File: src/rtl/core/ult_pkg.sv
package ult_pkg;

    typedef enum logic [2:0] {
        K_CLEAR  = 3'd0,
        K_APPEND = 3'd1,
        K_LOOKUP = 3'd2,
        K_DELETE = 3'd3,
        K_REWIND = 3'd4,
        K_READ   = 3'd5
    } kind_t;

    typedef enum logic [1:0] {
        ST_OK   = 2'd0,
        ST_FULL = 2'd1,
        ST_PAST = 2'd2
    } status_t;

    typedef struct packed {
        logic [2:0]         kind;
        logic signed [31:0] value;
    } req_word_t;

    typedef struct packed {
        logic               found;
        logic signed [31:0] item;
        logic [7:0]         count;
        logic [1:0]         status;
    } rsp_word_t;

endpackage

File: src/rtl/core/unordered_list_table_unit.sv
// channel | valid     | stall     | word
// --------+-----------+-----------+------------------------------------
// request | req_valid | req_stall | req (kind, value)
// result  | rsp_valid | rsp_stall | rsp (found, item, count, status)
//
// Clear, append, rewind and unused kinds are answered from the idle state. Read
// next goes through S_RDN for the registered RAM read. Lookup and delete compare
// one entry per cycle in S_SCAN, moved-in entries included (S_MOVE); the
// single-read-port entry RAM sets this.
// Reset empties the table and zeroes the read cursor; no clearing pass.
// A stalled result waits in the output register; a second waits internally.
module unordered_list_table_unit
    import ult_pkg::*;
#(
    parameter int CAPACITY   = 128,
    parameter int VALUE_BITS = 32
) (
    input  logic      clk,
    input  logic      rst_n,
    input  logic      req_valid,
    output logic      req_stall,
    input  req_word_t req,
    output logic      rsp_valid,
    input  logic      rsp_stall,
    output rsp_word_t rsp
);

    localparam int AW = $clog2(CAPACITY);
    localparam int CW = $clog2(CAPACITY + 1);

    logic                  out_free;
    logic                  push;
    rsp_word_t             res;
    logic                  mem_we;
    logic [AW-1:0]         mem_waddr;
    logic [VALUE_BITS-1:0] mem_wdata;
    logic [AW-1:0]         mem_raddr;
    logic [VALUE_BITS-1:0] mem_rdata;

    logic      rsp_valid_reg, rsp_valid_next;
    rsp_word_t rsp_reg, rsp_next;

    ult_ctrl #(
        .CAPACITY   (CAPACITY),
        .VALUE_BITS (VALUE_BITS),
        .AW         (AW),
        .CW         (CW)
    ) u_ctrl (
        .clk       (clk),
        .rst_n     (rst_n),
        .req_valid (req_valid),
        .req       (req),
        .req_stall (req_stall),
        .out_free  (out_free),
        .push      (push),
        .res       (res),
        .mem_we    (mem_we),
        .mem_waddr (mem_waddr),
        .mem_wdata (mem_wdata),
        .mem_raddr (mem_raddr),
        .mem_rdata (mem_rdata)
    );

    ult_ram #(
        .DEPTH (CAPACITY),
        .WIDTH (VALUE_BITS),
        .AW    (AW)
    ) u_ram (
        .clk   (clk),
        .we    (mem_we),
        .waddr (mem_waddr),
        .wdata (mem_wdata),
        .raddr (mem_raddr),
        .rdata (mem_rdata)
    );

    assign out_free = !rsp_valid_reg || !rsp_stall;

    always_comb
    begin
        rsp_valid_next = rsp_valid_reg;
        rsp_next       = rsp_reg;
        if (push)
        begin
            rsp_valid_next = 1'b1;
            rsp_next       = res;
        end
        else if (!rsp_stall)
        begin
            rsp_valid_next = 1'b0;
        end
    end

    always_ff @(posedge clk or negedge rst_n)
    begin
        if (!rst_n)
        begin
            rsp_valid_reg <= 1'b0;
        end
        else
        begin
            rsp_valid_reg <= rsp_valid_next;
        end
    end

    always_ff @(posedge clk)
    begin
        rsp_reg <= rsp_next;
    end

    assign rsp_valid = rsp_valid_reg;
    assign rsp       = rsp_reg;

endmodule

File: src/rtl/core/ult_ram.sv
module ult_ram #(
    parameter int DEPTH = 128,
    parameter int WIDTH = 32,
    parameter int AW    = 7
) (
    input  logic             clk,
    input  logic             we,
    input  logic [AW-1:0]    waddr,
    input  logic [WIDTH-1:0] wdata,
    input  logic [AW-1:0]    raddr,
    output logic [WIDTH-1:0] rdata
);

    logic [WIDTH-1:0] mem [DEPTH];
    logic [WIDTH-1:0] rdata_reg;

    always_ff @(posedge clk)
    begin
        if (we)
        begin
            mem[waddr] <= wdata;
        end
        rdata_reg <= mem[raddr];
    end

    assign rdata = rdata_reg;

endmodule

File: src/rtl/core/ult_ctrl.sv
module ult_ctrl
    import ult_pkg::*;
#(
    parameter int CAPACITY   = 128,
    parameter int VALUE_BITS = 32,
    parameter int AW         = 7,
    parameter int CW         = 8
) (
    input  logic                  clk,
    input  logic                  rst_n,
    input  logic                  req_valid,
    input  req_word_t             req,
    output logic                  req_stall,
    input  logic                  out_free,
    output logic                  push,
    output rsp_word_t             res,
    output logic                  mem_we,
    output logic [AW-1:0]         mem_waddr,
    output logic [VALUE_BITS-1:0] mem_wdata,
    output logic [AW-1:0]         mem_raddr,
    input  logic [VALUE_BITS-1:0] mem_rdata
);

    typedef enum logic [4:0] {
        S_IDLE = 5'b00001,
        S_SCAN = 5'b00010,
        S_MOVE = 5'b00100,
        S_RDN  = 5'b01000,
        S_WAIT = 5'b10000
    } state_t;

    state_t                state_reg, state_next;
    logic [CW-1:0]         fill_reg, fill_next;
    logic [CW-1:0]         cursor_reg, cursor_next;
    logic [CW-1:0]         idx_reg, idx_next;
    logic [VALUE_BITS-1:0] val_reg, val_next;
    logic                  del_reg, del_next;
    rsp_word_t             res_reg, res_next;

    logic [63:0]           val_wide;
    logic [VALUE_BITS-1:0] val_in;
    logic [63:0]           rd_wide;
    logic [CW+7:0]         fill_wide;
    logic [CW-1:0]         idx_inc, fill_dec;
    logic                  hit;
    logic                  done;
    logic                  found_c;
    logic [31:0]           item_c;
    status_t               status_c;
    rsp_word_t             r;

    assign val_wide  = {32'd0, req.value};
    assign val_in    = val_wide[VALUE_BITS-1:0];
    assign rd_wide   = 64'(mem_rdata);
    assign idx_inc   = idx_reg + CW'(1);
    assign fill_dec  = fill_reg - CW'(1);
    assign hit       = (mem_rdata == val_reg);
    assign req_stall = (state_reg != S_IDLE);

    always_comb
    begin
        state_next  = state_reg;
        fill_next   = fill_reg;
        cursor_next = cursor_reg;
        idx_next    = idx_reg;
        val_next    = val_reg;
        del_next    = del_reg;
        res_next    = res_reg;
        done        = 1'b0;
        push        = 1'b0;
        found_c     = 1'b0;
        item_c      = '0;
        status_c    = ST_OK;
        mem_we      = 1'b0;
        mem_waddr   = fill_reg[AW-1:0];
        mem_wdata   = val_in;
        mem_raddr   = idx_reg[AW-1:0];

        unique case (state_reg)
            S_IDLE:
            begin
                if (req_valid)
                begin
                    unique case (req.kind)
                        K_CLEAR:
                        begin
                            fill_next = '0;
                            done      = 1'b1;
                        end
                        K_APPEND:
                        begin
                            if (fill_reg < CW'(CAPACITY))
                            begin
                                mem_we    = 1'b1;
                                fill_next = fill_reg + CW'(1);
                            end
                            else
                            begin
                                status_c = ST_FULL;
                            end
                            done = 1'b1;
                        end
                        K_LOOKUP, K_DELETE:
                        begin
                            val_next = val_in;
                            del_next = (req.kind == K_DELETE);
                            idx_next = '0;
                            if (fill_reg == '0)
                            begin
                                done = 1'b1;
                            end
                            else
                            begin
                                mem_raddr  = '0;
                                state_next = S_SCAN;
                            end
                        end
                        K_REWIND:
                        begin
                            cursor_next = '0;
                            done        = 1'b1;
                        end
                        K_READ:
                        begin
                            if (cursor_reg < fill_reg)
                            begin
                                mem_raddr  = cursor_reg[AW-1:0];
                                state_next = S_RDN;
                            end
                            else
                            begin
                                status_c = ST_PAST;
                                done     = 1'b1;
                            end
                        end
                        default:
                        begin
                            done = 1'b1;
                        end
                    endcase
                end
            end
            S_SCAN:
            begin
                if (hit && !del_reg)
                begin
                    found_c = 1'b1;
                    item_c  = rd_wide[31:0];
                    done    = 1'b1;
                end
                else if (hit)
                begin
                    fill_next = fill_dec;
                    if (idx_reg == fill_dec)
                    begin
                        done = 1'b1;
                    end
                    else
                    begin
                        mem_raddr  = fill_dec[AW-1:0];
                        state_next = S_MOVE;
                    end
                end
                else if (idx_inc >= fill_reg)
                begin
                    done = 1'b1;
                end
                else
                begin
                    mem_raddr = idx_inc[AW-1:0];
                    idx_next  = idx_inc;
                end
            end
            S_MOVE:
            begin
                // last entry fills the freed slot, then gets checked again
                mem_we    = 1'b1;
                mem_waddr = idx_reg[AW-1:0];
                mem_wdata = mem_rdata;
                if (hit)
                begin
                    fill_next = fill_dec;
                    if (idx_reg == fill_dec)
                    begin
                        done = 1'b1;
                    end
                    else
                    begin
                        mem_raddr = fill_dec[AW-1:0];
                    end
                end
                else if (idx_inc >= fill_reg)
                begin
                    done = 1'b1;
                end
                else
                begin
                    mem_raddr  = idx_inc[AW-1:0];
                    idx_next   = idx_inc;
                    state_next = S_SCAN;
                end
            end
            S_RDN:
            begin
                item_c      = rd_wide[31:0];
                cursor_next = cursor_reg + CW'(1);
                done        = 1'b1;
            end
            S_WAIT:
            begin
                if (out_free)
                begin
                    push       = 1'b1;
                    state_next = S_IDLE;
                end
            end
            default:
            begin
                state_next = S_IDLE;
            end
        endcase

        fill_wide = (CW+8)'(fill_next);
        r.found   = found_c;
        r.item    = item_c;
        r.count   = fill_wide[7:0];
        r.status  = status_c;

        if (done)
        begin
            if (out_free)
            begin
                push       = 1'b1;
                state_next = S_IDLE;
            end
            else
            begin
                res_next   = r;
                state_next = S_WAIT;
            end
        end

        res = done ? r : res_reg;
    end

    always_ff @(posedge clk or negedge rst_n)
    begin
        if (!rst_n)
        begin
            state_reg  <= S_IDLE;
            fill_reg   <= '0;
            cursor_reg <= '0;
            idx_reg    <= '0;
            del_reg    <= 1'b0;
        end
        else
        begin
            state_reg  <= state_next;
            fill_reg   <= fill_next;
            cursor_reg <= cursor_next;
            idx_reg    <= idx_next;
            del_reg    <= del_next;
        end
    end

    always_ff @(posedge clk)
    begin
        val_reg <= val_next;
        res_reg <= res_next;
    end

endmodule

File: config.mk
export PLATFORM = sky130hd
export DESIGN_NAME = unordered_list_table_unit
export DESIGN_NICKNAME = d
export VERILOG_FILES = /design/src/rtl/core/ult_pkg.sv /design/src/rtl/core/unordered_list_table_unit.sv /design/src/rtl/core/ult_ram.sv /design/src/rtl/core/ult_ctrl.sv
export SDC_FILE = /design/constraint.sdc
export NUM_CORES = 2
export LEC_CHECK = 0
export BUFFER_PORTS_ARGS = -buffer_cell sky130_fd_sc_hd__buf_2
export CAP_MARGIN = 20
export CORE_MARGIN = 5
export CORE_UTILIZATION = 40
export CTS_BUF_LIST = sky130_fd_sc_hd__clkbuf_8
export CTS_CLUSTER_DIAMETER = 60
export DETAILED_ROUTE_END_ITERATION = 8
export GPL_TIMING_DRIVEN = 0
export MAX_ROUTING_LAYER = met4
export PLACE_DENSITY = 0.62
export SYNTH_ARGS = -nofsm -noshare
export SYNTH_HDL_FRONTEND = slang
export SYNTH_SLANG_ARGS = --single-unit
File: constraint.sdc
create_clock -name clk -period 11.5 [get_ports clk]
set_input_delay 1.725 -clock clk [delete_from_list [all_inputs] [get_ports clk]]
set_output_delay 1.725 -clock clk [all_outputs]
set_load 0.05 [all_outputs]
==> key figures <==
Clock tree
  – Post-CTS resize count: 0
  – Clk_lat worst skew: 1.29 ns
  – CTS Buf Count: 659
  – Clk pin slew, worst setup/hold paths: 0.06 ns
  – Setup bufs post-CTS: 0
  – H-tree levels: 6
  – Bufs on Longest Clock Path: 4
  – Clock Sinks: 4277
  – CTS tree: done
  – Hold_buf cts: 0
  – Root Buffer Master: clkbuf_8

Logic synthesis
  – Sequential element share of the synthesized area: 0.766
  – Synth top area share: 0.757
  – Mapped Avg Cell Area: 15.7 µm²
  – Yosys warns: 0
  – #FFs+latches synth: 4277
  – Post-synthesis async set-or-reset flop share: 0.00725
  – Synthesized area: 167000 µm²
  – Yosys top cell by area: edfxtp_1
  – Mapped Cells: 10627
  – Largest cells by area after synthesis: edfxtp_1 (76%), mux4_2 (5.2%), nand2_1 (4.8%)
  – Number of enable flip-flop cells after synthesis: 4214
  – Syn nets: 10686
  – Ys flop type: edfxtp_1
  – Synth cell types: 84

Timing
  – Final Cycle Share: 0.883
  – Max_slew headroom: 0.167
  – Final count of hold timing violations: 0
  – Final setup vio count: 0
  – Total negative setup slack: 0 ns
  – Worst slew pin tran: 1.25 ns
  – Tmin final: 10.15 ns
  – Max Freq: 98.5 MHz
  – Clock Skew: 0.0842 ns
  – Max-slew violations: 0
  – RSZ-0062 raised after global routing: no

Finish
  – Largest register FFs: 4096
  – Final core utilization: 0.461
  – Most frequent cells in the layout: edfxtp_1 (4214), nand2_1 (2121), a21oi_1 (779)
  – Layout cells sized above 1: 0.160
  – # fillers: 35798
  – Final #Nets: 11648
  – Leading cell type in the layout, fill and taps excluded: edfxtp_1
  – Area grow syn2layout: 14.9%

Worst setup path
  – CP dominant cell by count: buf_2
  – CP max stage delay: 0.94 ns
  – R2r endpoint: u_ram.rdata[10]
  – Worst Path Max Fanout: 10
  – CP max-delay cell: nor2_1
  – CP Launch Type: flop
  – CP required: 12.58 ns
  – CP arrival: 11.23 ns
  – Crit Reg-Reg Startpoint: u_ctrl.idx_reg[1]
  – FF-to-FF setup slack: 1.35 ns
  – R2R cell count: 22
  – Critical Path End Type: flop
  – Kind of critical path: reg2reg
  – Worst path cell trace: clkbuf_1 > nand3_1 > nor2_1 > nand3_1 > xnor2_1 > ha_1 > a21oi_1 > o21ai_0 > a31o_2 > a211oi_1 > a22o_1 > or3_1 > buf_2 > buf_2 > buf_2 > buf_2 > buf_1 > mux4_2 > o2111ai_1 > nand4_1 > nor2_1 > nand3_1

Drt
  – DR pass1 iterations: 6
  – Met1 WL: 202000 µm
  – Post-DRT Antenna Nets: 0
  – DR WL met2: 247000 µm
  – Top Metal Used: met4
  – Vias post-DR: 104909
  – Wire length per cell: 30.6 µm
  – Total wire length: 539000 µm
  – DRT iter0 DRCs: 15564
  – Drt drc: 0
  – WL met3: 57500 µm
  – Vias/cell: 5.96

GRT
  – Initial antenna violation count: 31
  – GRT Util Overall: 0.250
  – First-pass GRT wire length: 756000 µm
  – Grt total ovfl: 0
  – Vias in the first global route: 101757
  – Largest net degree at the start of global routing: 97

Power and ir drop
  – Maximum VDD drop: 0.000172 V
  – PD cells: 251 nW/µm²
  – Lkg Pwr: 0.0619 µW
  – Power Total: 48200 µW

Placement
  – Post-DP HPWL: 375000 µm
  – Port Buffers: 82
  – RePlAce Congestion: 0.973

Floorplan
  – Die width: 656 µm
  – FP Rows: 237
  – DIE AREA: 431000 µm²
  – Num ports: 84
  – Core box area: 416000 µm²
  – Die height: 656 µm
  – Initial Utilization: 0.401

Job
  – Max-Cap Viols: 0

Min path
  – Hold Path Origin: u_ctrl.res_reg[25]
  – Hold WC Path Type: reg2reg
  – Hold path depth: 1
  – WHS Endpoint: rsp[25]

Status
  – Status: completed
[how the worst max path moves through the flow]
stage	from	end	slack, ns	cells past startpoint
5_1_grt	u_ctrl.idx_reg[1]	u_ram.rdata[10]	1.05	22
6_report	u_ctrl.idx_reg[1]	u_ram.rdata[10]	1.35	22
3_3_place_gp	u_ctrl.val_reg[31]	u_ram.rdata[17]	0.51	16
2_1_floorplan	req[32]	rsp[0]	5.39	10
3_5_place_dp	u_ctrl.idx_reg[1]	u_ram.rdata[10]	1.76	22
4_1_cts	u_ctrl.idx_reg[1]	u_ram.rdata[12]	1.71	22
[logic make-up (layout without fill, tap and decap cells)]
logic type / count (synthesis) / count (layout) / share of synthesized area
other: 0 / 25 / 0
adder cells (fa/ha/maj): 20 / 20 / 0.00150
AND/OR/NAND/NOR: 3383 / 3383 / 0.0865
multiplexers: 398 / 398 / 0.0528
flip-flops: 4277 / 4277 / 0.766
buffers and inverters: 716 / 2176 / 0.0181
XOR/XNOR: 58 / 58 / 0.00329
AO/OA/AOI/OAI: 1775 / 1775 / 0.0720
[cell type report]
cell class	instances	area, µm²	area share
Sequential cell	4277	128000	0.666
Multi-Input combinational cell	5634	37400	0.195
Clock buffer	673	9260	0.0482
Tap cell	5497	6880	0.0358
Timing Repair Buffer	301	4740	0.0247
Buffer	695	2970	0.0154
Clock inverter	486	2640	0.0138
Inverter	21	78.8	0.000410
Antenna cell	25	62.6	0.000326
[critical path, delay by kind of cell (launching register included)]
kind | cells | cell delay [ns]
compound gates | 6 | 2.30
xor+xnor | 1 | 0.27
fa+ha+maj | 1 | 0.29
buf+inv | 6 | 3.29
flops | 1 | 0.40
mux | 1 | 0.43
simple gates | 7 | 2.94
[stage by stage]
stage / cells / hold WS, ns / cell area [µm²] / setup slack [ns]
finish: 17609 / 0.524 / 192000 / 1.35
global route: 17603 / 0.543 / 192000 / 1.05
CTS: 17578 / 0.493 / 192000 / 1.71
detailed placement: 16419 / 0.508 / 180000 / 1.76
global placement: 16206 / 0.507 / 174000 / 0.514
floorplan: 10627 / 0.492 / 167000 / 5.39
[synth_stat cells (all sizes together), types with 36 or more instances]
library cell,count
a211oi,37
a21o,39
a21oi,780
a22oi,191
a311oi,96
and2,37
and3,73
buf,300
clkbuf,395
edfxtp,4214
mux4,386
nand2,2155
nand3,681
nand4,78
nor2,238
o2111ai,256
o21ai,36
o22ai,95
xor2,45
[metal layers]
layer	vias up	GRT usage
met5	-	-
met4	0	0.126
met3	1134	0.0545
met2	6618	0.376
met1	53652	0.321
li1	43505	-
[power by group]
group | switching, µW | internal (µW)
clock | 6000 | 5800
combinational | 13500 | 5410
sequential | 160 | 17400
No activity file was read; power rests on OpenSTA's default activity.
